$ cat config.mk
export PLATFORM = sky130hd
export DESIGN_NAME = archive_file_header_parser
export DESIGN_NICKNAME = d
export VERILOG_FILES = /design/src/hw/rtl/ahp_pkg.sv /design/src/hw/rtl/ahp_front.sv /design/src/hw/rtl/ahp_back.sv /design/src/hw/rtl/archive_file_header_parser.sv
export SDC_FILE = /design/constraint.sdc
export NUM_CORES = 1
export LEC_CHECK = 0
export BUFFER_PORTS_ARGS = -buffer_cell sky130_fd_sc_hd__buf_2
export CORE_MARGIN = 5
export CORE_UTILIZATION = 63
export DETAILED_ROUTE_END_ITERATION = 12
export PLACE_DENSITY = 0.85
export SYNTH_ARGS = -nofsm -noshare
export SYNTH_HDL_FRONTEND = slang
export SYNTH_SLANG_ARGS = --single-unit
$ cat constraint.sdc
create_clock -name i_clk -period 11.7 [get_ports i_clk]
set_input_delay 1.755 -clock i_clk [delete_from_list [all_inputs] [get_ports i_clk]]
set_output_delay 1.755 -clock i_clk [all_outputs]
set_load 0.03 [all_outputs]
$ cat src/hw/rtl/ahp_pkg.sv
`timescale 1ns / 1ps

package ahp_pkg;

    localparam int FIXED_HEADER_BYTES = 32;
    localparam int POS_W              = $clog2(FIXED_HEADER_BYTES);
    localparam int QUEUE_DEPTH        = 2;
    localparam int QPTR_W             = $clog2(QUEUE_DEPTH);
    localparam int QCNT_W             = $clog2(QUEUE_DEPTH + 1);

    localparam logic [31:0] CRC_POLY      = 32'hEDB8_8320;
    localparam logic [31:0] CRC_INIT      = 32'hFFFF_FFFF;
    localparam logic [15:0] MIN_HEAD_SIZE = 16'd7;
    localparam logic [7:0]  FILE_TYPE_RST = 8'd116;

    // Header positions that take no part in the CRC lie below this one.
    localparam logic [POS_W-1:0] CRC_FIRST_POS = POS_W'(2);
    localparam logic [POS_W-1:0] LAST_POS      = POS_W'(FIXED_HEADER_BYTES - 1);

    // Result status codes.
    localparam logic [2:0] ST_OK      = 3'd0;
    localparam logic [2:0] ST_CRC_BAD = 3'd1;
    localparam logic [2:0] ST_BROKEN  = 3'd2;
    localparam logic [2:0] ST_OTHER   = 3'd3;
    localparam logic [2:0] ST_END     = 3'd4;

    // Kinds of queued entries.
    localparam logic KIND_BYTE = 1'b0;
    localparam logic KIND_END  = 1'b1;

    typedef struct packed {
        logic [7:0] data_byte;
        logic       end_of_data;
    } t_in_item;

    typedef struct packed {
        logic [15:0] block_flags;
        logic [15:0] header_size;
        logic [31:0] packed_size;
        logic [31:0] unpacked_size;
        logic [7:0]  host_system;
        logic [31:0] content_crc;
        logic [31:0] packed_time;
        logic [7:0]  unpack_version;
        logic [7:0]  pack_method;
        logic [15:0] name_length;
        logic [31:0] attributes;
        logic [2:0]  status;
    } t_out_item;

    typedef struct packed {
        logic       kind;
        logic [7:0] data_byte;
    } t_qent;

    // One byte of the reflected CRC-32, bit by bit.
    function automatic logic [31:0] crc_byte(input logic [31:0] c, input logic [7:0] b);
        logic [31:0] v;
        v = c ^ {24'd0, b};
        for (int k = 0; k < 8; k++) begin
            v = v[0] ? ((v >> 1) ^ CRC_POLY) : (v >> 1);
        end
        return v;
    endfunction

endpackage

$ cat src/hw/rtl/ahp_front.sv
`timescale 1ns / 1ps

module ahp_front
    import ahp_pkg::*;
(
    input  logic     i_clk,
    input  logic     i_rst_n,
    input  logic     i_in_valid,
    output logic     o_in_ready,
    input  t_in_item i_in_data,
    output logic     o_head_valid,
    output t_qent    o_head,
    input  logic     i_pop
);

    t_qent             r_ent [QUEUE_DEPTH];
    logic [QPTR_W-1:0] r_wptr;
    logic [QPTR_W-1:0] r_rptr;
    logic [QCNT_W-1:0] r_count;
    logic              w_push;
    logic              w_pop;
    t_qent             w_new;

    // An end marker carries no byte; its data is dropped here.
    always_comb begin
        if (i_in_data.end_of_data) begin
            w_new.kind      = KIND_END;
            w_new.data_byte = 8'd0;
        end else begin
            w_new.kind      = KIND_BYTE;
            w_new.data_byte = i_in_data.data_byte;
        end
    end

    assign o_in_ready   = (r_count != QCNT_W'(QUEUE_DEPTH));
    assign w_push       = i_in_valid && o_in_ready;
    assign o_head_valid = (r_count != '0);
    assign w_pop        = i_pop && o_head_valid;
    assign o_head       = r_ent[r_rptr];

    always_ff @(posedge i_clk) begin
        if (w_push) begin
            r_ent[r_wptr] <= w_new;
        end
    end

    always_ff @(posedge i_clk) begin
        if (!i_rst_n) begin
            r_wptr  <= '0;
            r_rptr  <= '0;
            r_count <= '0;
        end else begin
            if (w_push) begin
                r_wptr <= r_wptr + QPTR_W'(1);
            end
            if (w_pop) begin
                r_rptr <= r_rptr + QPTR_W'(1);
            end
            if (w_push && !w_pop) begin
                r_count <= r_count + QCNT_W'(1);
            end else if (!w_push && w_pop) begin
                r_count <= r_count - QCNT_W'(1);
            end
        end
    end

endmodule

$ cat src/hw/rtl/ahp_back.sv
`timescale 1ns / 1ps

module ahp_back
    import ahp_pkg::*;
(
    input  logic      i_clk,
    input  logic      i_rst_n,
    input  logic      i_head_valid,
    input  t_qent     i_head,
    output logic      o_pop,
    input  logic [7:0] i_file_type,
    output logic      o_out_valid,
    input  logic      i_out_ready,
    output t_out_item o_out_data
);

    logic [POS_W-1:0] r_pos;
    logic [7:0]       r_hdr [FIXED_HEADER_BYTES];
    logic [31:0]      r_crc;
    logic [15:0]      r_left;
    logic             r_in_name;
    logic             r_pad;
    logic             r_out_valid;
    t_out_item        r_out;

    logic [POS_W-1:0] n_pos;
    logic [31:0]      n_crc;
    logic [15:0]      n_left;
    logic             n_in_name;
    logic             n_pad;

    logic [7:0]  w_view [FIXED_HEADER_BYTES];
    logic [31:0] w_crc_upd;
    logic        w_out_free;
    logic        w_hdr_wr;
    logic        w_emit;
    logic [2:0]  w_status;
    logic [15:0] w_stored_crc;
    logic [15:0] w_head_size;
    logic [15:0] w_name_len;
    logic        w_size_bad;
    logic        w_type_bad;
    logic        w_crc_ok_old;
    logic        w_crc_ok_new;
    t_out_item   w_fields;

    assign w_out_free   = !r_out_valid || i_out_ready;
    assign w_stored_crc = {r_hdr[1], r_hdr[0]};
    assign w_head_size  = {r_hdr[6], r_hdr[5]};
    assign w_name_len   = {r_hdr[27], r_hdr[26]};
    assign w_size_bad   = (w_head_size < MIN_HEAD_SIZE);
    assign w_type_bad   = (r_hdr[2] != i_file_type);

    // One CRC unit, shared by header bytes, name bytes and zero padding.
    assign w_crc_upd    = crc_byte(r_crc, r_pad ? 8'd0 : i_head.data_byte);
    assign w_crc_ok_old = ((~r_crc[15:0]) == w_stored_crc);
    assign w_crc_ok_new = ((~w_crc_upd[15:0]) == w_stored_crc);

    // Header bytes as they stand once this cycle's byte is written.
    always_comb begin
        for (int i = 0; i < FIXED_HEADER_BYTES; i++) begin
            w_view[i] = (w_hdr_wr && (r_pos == POS_W'(i))) ? i_head.data_byte : r_hdr[i];
        end
    end

    always_comb begin
        w_fields.block_flags    = {w_view[4], w_view[3]};
        w_fields.header_size    = {w_view[6], w_view[5]};
        w_fields.packed_size    = {w_view[10], w_view[9], w_view[8], w_view[7]};
        w_fields.unpacked_size  = {w_view[14], w_view[13], w_view[12], w_view[11]};
        w_fields.host_system    = w_view[15];
        w_fields.content_crc    = {w_view[19], w_view[18], w_view[17], w_view[16]};
        w_fields.packed_time    = {w_view[23], w_view[22], w_view[21], w_view[20]};
        w_fields.unpack_version = w_view[24];
        w_fields.pack_method    = w_view[25];
        w_fields.name_length    = {w_view[27], w_view[26]};
        w_fields.attributes     = {w_view[31], w_view[30], w_view[29], w_view[28]};
        w_fields.status         = w_status;
    end

    always_comb begin
        n_pos     = r_pos;
        n_crc     = r_crc;
        n_left    = r_left;
        n_in_name = r_in_name;
        n_pad     = r_pad;
        w_hdr_wr  = 1'b0;
        w_emit    = 1'b0;
        w_status  = ST_OK;
        o_pop     = 1'b0;
        priority if (r_pad) begin
            // Missing header bytes enter the CRC as zeros.
            if (r_pos != LAST_POS) begin
                n_crc = w_crc_upd;
                n_pos = r_pos + POS_W'(1);
            end else if (w_out_free) begin
                w_emit = 1'b1;
                o_pop  = 1'b1;
                priority if (w_size_bad) begin
                    w_status = ST_BROKEN;
                end else if (w_type_bad) begin
                    w_status = ST_OTHER;
                end else begin
                    w_status = w_crc_ok_new ? ST_OK : ST_CRC_BAD;
                end
            end
        end else if (i_head_valid && (i_head.kind == KIND_END)) begin
            priority if (r_in_name) begin
                if (w_out_free) begin
                    w_emit   = 1'b1;
                    o_pop    = 1'b1;
                    w_status = w_crc_ok_old ? ST_OK : ST_CRC_BAD;
                end
            end else if (r_pos == '0) begin
                if (w_out_free) begin
                    w_emit   = 1'b1;
                    o_pop    = 1'b1;
                    w_status = ST_END;
                end
            end else if ({{(16-POS_W){1'b0}}, r_pos} < MIN_HEAD_SIZE) begin
                if (w_out_free) begin
                    w_emit   = 1'b1;
                    o_pop    = 1'b1;
                    w_status = ST_BROKEN;
                end
            end else begin
                n_pad = 1'b1;
            end
        end else if (i_head_valid) begin
            priority if (r_in_name) begin
                if (r_left != 16'd1) begin
                    n_crc  = w_crc_upd;
                    n_left = r_left - 16'd1;
                    o_pop  = 1'b1;
                end else if (w_out_free) begin
                    w_emit   = 1'b1;
                    o_pop    = 1'b1;
                    w_status = w_crc_ok_new ? ST_OK : ST_CRC_BAD;
                end
            end else if (r_pos != LAST_POS) begin
                w_hdr_wr = 1'b1;
                o_pop    = 1'b1;
                n_pos    = r_pos + POS_W'(1);
                if (r_pos >= CRC_FIRST_POS) begin
                    n_crc = w_crc_upd;
                end
            end else if (w_out_free) begin
                // Last fixed header byte: decide on the block.
                w_hdr_wr = 1'b1;
                o_pop    = 1'b1;
                n_crc    = w_crc_upd;
                priority if (w_size_bad) begin
                    w_emit   = 1'b1;
                    w_status = ST_BROKEN;
                end else if (w_type_bad) begin
                    w_emit   = 1'b1;
                    w_status = ST_OTHER;
                end else if (w_name_len == 16'd0) begin
                    w_emit   = 1'b1;
                    w_status = w_crc_ok_new ? ST_OK : ST_CRC_BAD;
                end else begin
                    n_in_name = 1'b1;
                    n_left    = w_name_len;
                end
            end else begin
                // The last header byte waits until the output register is free.
            end
        end else begin
            // Nothing queued: the parser holds its state.
        end
    end

    always_ff @(posedge i_clk) begin
        if (!i_rst_n || w_emit) begin
            for (int i = 0; i < FIXED_HEADER_BYTES; i++) begin
                r_hdr[i] <= 8'd0;
            end
        end else if (w_hdr_wr) begin
            r_hdr[r_pos] <= i_head.data_byte;
        end
    end

    always_ff @(posedge i_clk) begin
        if (!i_rst_n || w_emit) begin
            r_pos     <= '0;
            r_crc     <= CRC_INIT;
            r_left    <= 16'd0;
            r_in_name <= 1'b0;
            r_pad     <= 1'b0;
        end else begin
            r_pos     <= n_pos;
            r_crc     <= n_crc;
            r_left    <= n_left;
            r_in_name <= n_in_name;
            r_pad     <= n_pad;
        end
    end

    always_ff @(posedge i_clk) begin
        if (!i_rst_n) begin
            r_out_valid <= 1'b0;
        end else if (w_emit) begin
            r_out_valid <= 1'b1;
        end else if (i_out_ready) begin
            r_out_valid <= 1'b0;
        end
    end

    always_ff @(posedge i_clk) begin
        if (w_emit) begin
            r_out <= w_fields;
        end
    end

    assign o_out_valid = r_out_valid;
    assign o_out_data  = r_out;

endmodule

$ cat src/hw/rtl/archive_file_header_parser.sv
`timescale 1ns / 1ps

// Archive file header parser.
// The input channel (i_in_valid, o_in_ready, i_in_data) carries one stream byte per
// transfer, or an end-of-data marker whose byte is ignored. Each block yields exactly one
// result transfer on the output channel (o_out_valid, i_out_ready, o_out_data): the
// decoded 32-byte fixed header and a status (ok, CRC mismatch, broken, other block type
// or end of archive). The CRC-32 over header bytes 2 to 31 and, for file headers, the
// name bytes is checked against the stored 16-bit header CRC.
// Bytes are taken at one per cycle unless the queue is full. The last byte or end marker of
// a block passes through the queue, and the result is then registered in the output register.
// An end marker after 7 to 31 header bytes feeds the missing bytes into the CRC as zeros,
// one byte per cycle through the single CRC unit.
// A two-entry queue separates the input side from the parser, and the result sits in an
// output register, so a new byte is taken while a result waits for the receiver. When the
// receiver stalls, the parser stops on reaching the last fixed header byte or the end of a
// block while the previous result still waits; the queue then fills and o_in_ready falls.
// i_cfg_we writes i_cfg_data as the file block type; the user must write it only while idle,
// which the block does not enforce. The synchronous active-low reset empties the queue and
// the output register, clears the header and CRC state and sets the file block type to 116.

module archive_file_header_parser
    import ahp_pkg::*;
(
    input  logic       i_clk,
    input  logic       i_rst_n,
    input  logic       i_in_valid,
    output logic       o_in_ready,
    input  t_in_item   i_in_data,
    output logic       o_out_valid,
    input  logic       i_out_ready,
    output t_out_item  o_out_data,
    input  logic       i_cfg_we,
    input  logic [7:0] i_cfg_data
);

    // The configured type byte that marks a file header followed by its name.
    logic [7:0] r_file_type;

    // Head of the queue as seen by the parser.
    logic  w_head_valid;
    t_qent w_head;
    logic  w_pop;

    always_ff @(posedge i_clk) begin
        if (!i_rst_n) begin
            r_file_type <= FILE_TYPE_RST;
        end else if (i_cfg_we) begin
            r_file_type <= i_cfg_data;
        end
    end

    // The front classifies each transfer as a byte or an end marker and queues it.
    ahp_front u_front (
        .i_clk        (i_clk),
        .i_rst_n      (i_rst_n),
        .i_in_valid   (i_in_valid),
        .o_in_ready   (o_in_ready),
        .i_in_data    (i_in_data),
        .o_head_valid (w_head_valid),
        .o_head       (w_head),
        .i_pop        (w_pop)
    );

    // The back gathers the header, runs the CRC and delivers the result.
    ahp_back u_back (
        .i_clk        (i_clk),
        .i_rst_n      (i_rst_n),
        .i_head_valid (w_head_valid),
        .i_head       (w_head),
        .o_pop        (w_pop),
        .i_file_type  (r_file_type),
        .o_out_valid  (o_out_valid),
        .i_out_ready  (i_out_ready),
        .o_out_data   (o_out_data)
    );

endmodule

==> impl_metrics.csv, run 1 <==
group,metric,value,unit
run_status,status,"complete, no violations",
drt,routed_via_density,6.23,
setup_path,crit_type,"reg2reg",
timing,finClkSkew,0.0169,ns
timing,finalHoldViolCount,0,
logic_synthesis,ys.flop_type,"edfxtp_1",
setup_path,crit_path_start,"u_back.r_pos[1]",
logic_synthesis,ys_types,64,
logic_synthesis,synth_area_per_cell,13.9,µm²
logic_synthesis,synth-edff-count,509,
setup_path,cp-endpoint,"o_out_data[192]",
power_and_ir_drop,p_per_area,243,nW/µm²
clock_network,cts_made_buffers,53,
power_and_ir_drop,total_power,6.39,mW
layout,nets,1900,
setup_path,worstPathArrival,5.52,ns
drt,drc,0,
clock_network,clkLatencyLatePin,0.59,ns
floorplanning,num_rows,70,
clock_network,cts_sinks,578,
clock_network,cts_tree,"built",
logic_synthesis,ys_seq_elements,578,
logic_synthesis,ys_async_sr_fraction,0,%
layout,fin_util,72.3,%
setup_path,required,11.90,ns
logic_synthesis,synth_warnings,0,
grt,grt_max_degree,94,
layout,register_area,16700,µm²
timing,grt_setup_unrepaired,"false",
grt,grt_util_all_layers,26.8,%
layout,syn2layout_area_growth,14.1,%
setup_path,r2r_slack,6.39,ns
timing,drv_slew,0,
layout,final_layout_size_suffix_gt1_share,20.1,%
clock_network,htree_num_levels,2,
timing,worst_slack,6.39,ns
setup_path,cp-start-kind,"flip-flop",
floorplanning,core,36300,µm²
placement,portBuffers,258,
drt,wl_per_cell,23.3,µm
logic_synthesis,netlist_top_cells_area,"edfxtp_1 (66%), dfxtp_1 (6.0%), nor3_1 (5.4%)",
logic_synthesis,yosysTopAreaCellShare,66.4,%
timing,min_period,5.31,ns
timing,tightest_slew,1.28,ns
timing,tns,0,ns
min_path,hold_depth,0,
logic_synthesis,syn_nets,1688,
drt,final_antenna_net_count,0,
clock_network,root_buffer,"clkbuf_16",
setup_path,r2r_start,"u_back.r_pos[1]",
power_and_ir_drop,vdd_drop_max,149,µV
grt,gr-total-overflow,0,
timing,fin_crit_sh,45.4,%
floorplanning,initial_utilization,63.3,%
grt,grt_pass1_wl,85100,µm
logic_synthesis,syn_inst,1658,
timing,fmax,188,MHz
setup_path,cp-end-kind,"flip-flop",
clock_network,cts_hold_buffers,0,
drt,drtIter0Drc,1551,
logic_synthesis,syn-cell-area,23000,µm²
drt,first_pass_iters,6,
layout,multiInputGateArea,5910,µm²
clock_network,post_cts.repair.setup_buffers,0,
setup_path,reg2reg_depth,9,
timing,relSlewSlack,14.0,%
floorplanning,top_level_ports,259,
clock_network,clk_path_buf_depth,3,
placement,dp_hpwl,37000,µm
floorplanning,die_area,40500,µm²
clock_network,clk_pin_slew_worst_paths,0.07,ns
logic_synthesis,synth_area_leader_cell,"edfxtp_1",
floorplanning,chipWidth,201,µm
placement,place_ws,6.01,ns
drt,routed_wl,55500,µm
setup_path,r2r-end,"o_out_data[192]",
timing,setup_violations,0,
layout,fillers,2231,
grt,grt_pass1_vias,14347,
floorplanning,die_height,201,µm
logic_synthesis,seq_area_frac_synth,72.4,%
drt,vias,14851,
min_path,hold_class,"reg2reg",
grt,antenna_found_initial,0,
clock_network,post_cts_resized,0,
power_and_ir_drop,leakage,9.37,nW
placement,place.gp.congestion,0.939,
flow_run,max_cap_violations,0,
setup_path,critPathMaxFanout,92,
worst min-delay path by stage:
| stage | start | to | slack (ns) |
|---|---|---|---|
| 2_1_floorplan | u_back.r_hdr[16][1] | o_out_data[100] | 0.40 |
| 3_3_place_gp | u_back.r_hdr[28][2] | o_out_data[5] | 0.40 |
| 3_5_place_dp | u_back.r_hdr[16][7] | o_out_data[106] | 0.40 |
| 4_1_cts | u_back.r_hdr[10][5] | o_out_data[200] | 0.41 |
| 5_1_grt | u_back.r_hdr[16][7] | o_out_data[106] | 0.42 |
| 6_report | u_back.r_hdr[10][5] | o_out_data[200] | 0.41 |
cells by family after synthesis:
kind of cell / after synthesis / share of synthesized area [%]
xor gates and xnor gates: 144 / 6.12
muxes: 29 / 1.36
AOI/OAI and AO/OA: 182 / 4.87
buffers and inverters: 130 / 2.18
DFF: 578 / 72.4
and+or+nand+nor: 587 / 12.7
adders and majority gates: 8 / 0.435
layer usage:
layer / track usage (%) / wire (µm) / vias to the layer above / share of wire (%)
met1: 36.9 / 20900 / 7242 / 38
li1: - / - / 6613 / -
met5: 0 / 0 / - / 0
met2: 45.0 / 27600 / 875 / 50
met3: 4.85 / 5440 / 121 / 9.8
met4: 7.35 / 1550 / 0 / 2.8
stage by stage:
stage	hold WS (ns)	instance area, µm²	instances
after CTS	0.406	26300	2382
after floorplan	0.400	23000	1658
final	0.411	26300	2383
after global placement	0.400	24600	2283
after detailed placement	0.405	24600	2283
after global routing	0.420	26300	2382
Yosys cell counts (9+ instances only):
| cell type | number |
|---|---|
| edfxtp_1 | 509 |
| nor3_1 | 247 |
| nand2_1 | 148 |
| clkbuf_1 | 106 |
| xnor2_1 | 93 |
| o21ai_0 | 84 |
| dfxtp_1 | 69 |
| nor4_1 | 47 |
| nor2_1 | 45 |
| xor2_1 | 39 |
| o211ai_1 | 32 |
| mux2i_1 | 18 |
| nor2b_1 | 17 |
| a21oi_1 | 13 |
| nand3_1 | 13 |
| nand3b_1 | 13 |
| and2_1 | 12 |
| o22ai_1 | 11 |
| inv_1 | 10 |
| nand4_1 | 10 |
| a31oi_1 | 9 |
| buf_2 | 9 |
final cells by class:
type,count,area share (%)
flip-flops and latches,578,63.4
multi-input cells,950,22.5
repair buffers,277,5.46
clock buffers,68,5.42
well taps,468,2.23
clock inverters,31,0.847
inverters,10,0.143
diodes,1,0.00952
sequential cells by signal, indices dropped and copies added (netlist names), 2 cells and up, named ones only:
signal             cells
u_back.o_out_data     43
u_front.r_ent         18
u_front.r_count        2
r_file_type            8
u_back.r_left         16
u_back.r_pos           5
u_back.r_crc          32
u_back.r_hdr         256
o_out_data           192
where the power goes:
group          switching, mW  total [mW]  internal [mW]
clock network          0.744        1.63          0.890
logic                   1.29        1.75          0.455
registers              0.189        3.01           2.82
cell usage in the layout, fill, tap and decap left out, types with 9 or more instances in the layout:
cell,n
nand3_1,12
nand2_1,146
o211ai_1,32
buf_4,19
nor3_1,247
a31oi_1,9
mux2i_1,17
o22ai_1,10
nor2_1,45
xor2_1,39
clkbuf_16,54
nor4_1,47
nor2b_1,17
inv_1,10
buf_2,258
dfxtp_1,69
nand3b_1,13
edfxtp_1,509
o21ai_0,84
nand4_1,10
a21oi_1,13
xnor2_1,93
and2_1,11
clkbuf_1,12
clkinv_1,11
worst max-delay path, cell delays in order, from the launching register on:
cell and delay [ns]:
dfxtp_1 0.44, ha_1 0.48, and3_1 0.22, ha_1 0.45
nand2_1 0.14, a211o_1 0.29, a21o_1 0.25, nand2_4 0.69
buf_4 1.00, buf_4 0.80
(Power assumes the default switching activity.)
==> inputs of run 2 (changes only) <==
- CORE_UTILIZATION: 63 -> 58
- PLACE_DENSITY: 0.85 -> 0.79
- clock period: 11.7 -> 5.55 ns (I/O delays scaled with it)
==> run 2 against run 1 <==
Worst setup slack got worse by 4.9 ns. Non-clock buffer count is 33 higher. Final cell count grew 3.9%. Sequential power up 110%. Sequential cell count unchanged. Register-to-register slack worse by 4.9 ns.
==> impl_metrics.csv, run 2 (synthesized netlist as in run 1, its figures left out) <==
group,metric,value,unit
floorplanning,chipWidth,209,µm
grt,met3_usage,5.72,%
timing,tightest_slew,1.23,ns
clock_network,cts_made_buffers,55,
layout,top_register,"u_back.r_hdr",
setup_path,worstPathArrival,4.51,ns
placement,dp_hpwl,37300,µm
timing,drv_slew,0,
clock_network,post_cts_resized,0,
timing,grt_setup_unrepaired,"false",
timing,fin_crit_sh,73.6,%
drt,wl_per_cell,22.6,µm
min_path,hold_class,"reg2reg",
grt,grt_pass1_vias,14122,
setup_path,critPathMaxFanout,114,
grt,grt_max_degree,115,
setup_path,cp-start-kind,"flip-flop",
floorplanning,top_level_ports,259,
drt,final_antenna_net_count,0,
min_path,hp-start,"u_back.r_hdr[7][5]",
layout,final_layout_size_suffix_gt1_share,21.5,%
flow_run,max_cap_violations,0,
drt,drc,0,
layout,syn2layout_area_growth,16.6,%
setup_path,crit_path_start,"u_back.r_pos[0]",
clock_network,cts_hold_buffers,0,
clock_network,clk_pin_slew_worst_paths,0.07,ns
grt,grt_util_all_layers,24.9,%
timing,relSlewSlack,17.2,%
clock_network,htree_num_levels,2,
setup_path,cp-end-kind,"flip-flop",
timing,min_period,4.09,ns
timing,tns,0,ns
timing,fmax,245,MHz
floorplanning,die_height,209,µm
grt,gr-total-overflow,0,
grt,grt-busiest-layer,"met2",
layout,fin_util,67.9,%
setup_path,r2r_start,"u_back.r_pos[0]",
grt,gr-usage-met2,40.9,%
clock_network,clk_path_buf_depth,3,
grt,antenna_found_initial,0,
timing,setup_violations,0,
layout,final_common_cell,"edfxtp_1",
drt,drtIter0Drc,1568,
placement,place.gp.congestion,0.910,
drt,routed_wl,55800,µm
layout,final_cell_mix,"edfxtp_1 (509), buf_2 (258), nor3_1 (247)",
clock_network,cts_sinks,578,
floorplanning,die_area,43800,µm²
floorplanning,num_rows,73,
layout,largest_register_ffs,256,
power_and_ir_drop,p_per_area,520,nW/µm²
floorplanning,initial_utilization,58.2,%
drt,routed_via_density,5.96,
clock_network,clkLatencyLatePin,0.61,ns
power_and_ir_drop,vdd_drop_max,276,µV
clock_network,root_buffer,"clkbuf_16",
setup_path,required,5.97,ns
grt,met1_usage,33.9,%
placement,portBuffers,258,
floorplanning,core,39500,µm²
power_and_ir_drop,leakage,9.66,nW
drt,vias,14754,
timing,finalHoldViolCount,0,
run_status,status,"complete, no violations",
grt,grt_pass1_wl,84400,µm
clock_network,cts_tree,"built",
timing,finClkSkew,0.0181,ns
layout,antenna_cells,0,
layout,nets,1935,
setup_path,crit_type,"reg2reg",
drt,first_pass_iters,5,
clock_network,post_cts.repair.setup_buffers,0,
-- run 2: final cells by class --
class | instances | area, µm²
Tap cell | 525 | 657
Timing Repair Buffer | 310 | 1710
Multi-Input combinational cell | 950 | 5910
Inverter | 10 | 37.5
Fill cell | 2657 | 12700
Clock buffer | 81 | 1550
Clock inverter | 21 | 315
Sequential cell | 578 | 16700
-- run 2: worst max-delay path: stages, from the launching register on --
cell and delay [ns]:
dfxtp_1 0.36, ha_1 0.36, and3_1 0.25, ha_1 0.36
and2_1 0.24, o21ai_0 0.59, and2_1 0.33, nand3_4 0.55
buf_12 0.48, nor3_1 0.30
-- run 2: final timing paths --
check                              to  slack (ns)  depth (start not counted)
setup / recovery  u_back.r_hdr[14][4]        1.46                          9
hold / removal        o_out_data[176]        0.41                          0
setup reg to reg  u_back.r_hdr[14][4]        1.46                          9
hold reg to reg       o_out_data[176]        0.41                          0
-- run 2: per-layer routing --
metal	wire [µm]	part of all wire (%)
met1	21500	38
met2	27200	49
met3	5530	9.9
met4	1640	2.9
met5	0	0
-- run 2: where the power goes --
group / internal [mW] / switching (mW)
sequential: 5.93 / 0.398
clock: 2.26 / 1.58
combinational: 1.04 / 2.75
total: 9.23 / 4.73
-- run 2: through the flow --
stage                     hold WS [ns]  total power, mW  cells  setup slack, ns  instance area (µm²)
after CTS                        0.406             14.0   2475             1.48                26800
after floorplan                  0.400             8.94   1658            0.234                23000
after global routing             0.418             14.5   2475             1.19                26800
final                            0.412             14.0   2475             1.46                26800
after detailed placement         0.405             10.2   2373             1.58                25000
after global placement           0.401             10.1   2373             1.78                25000
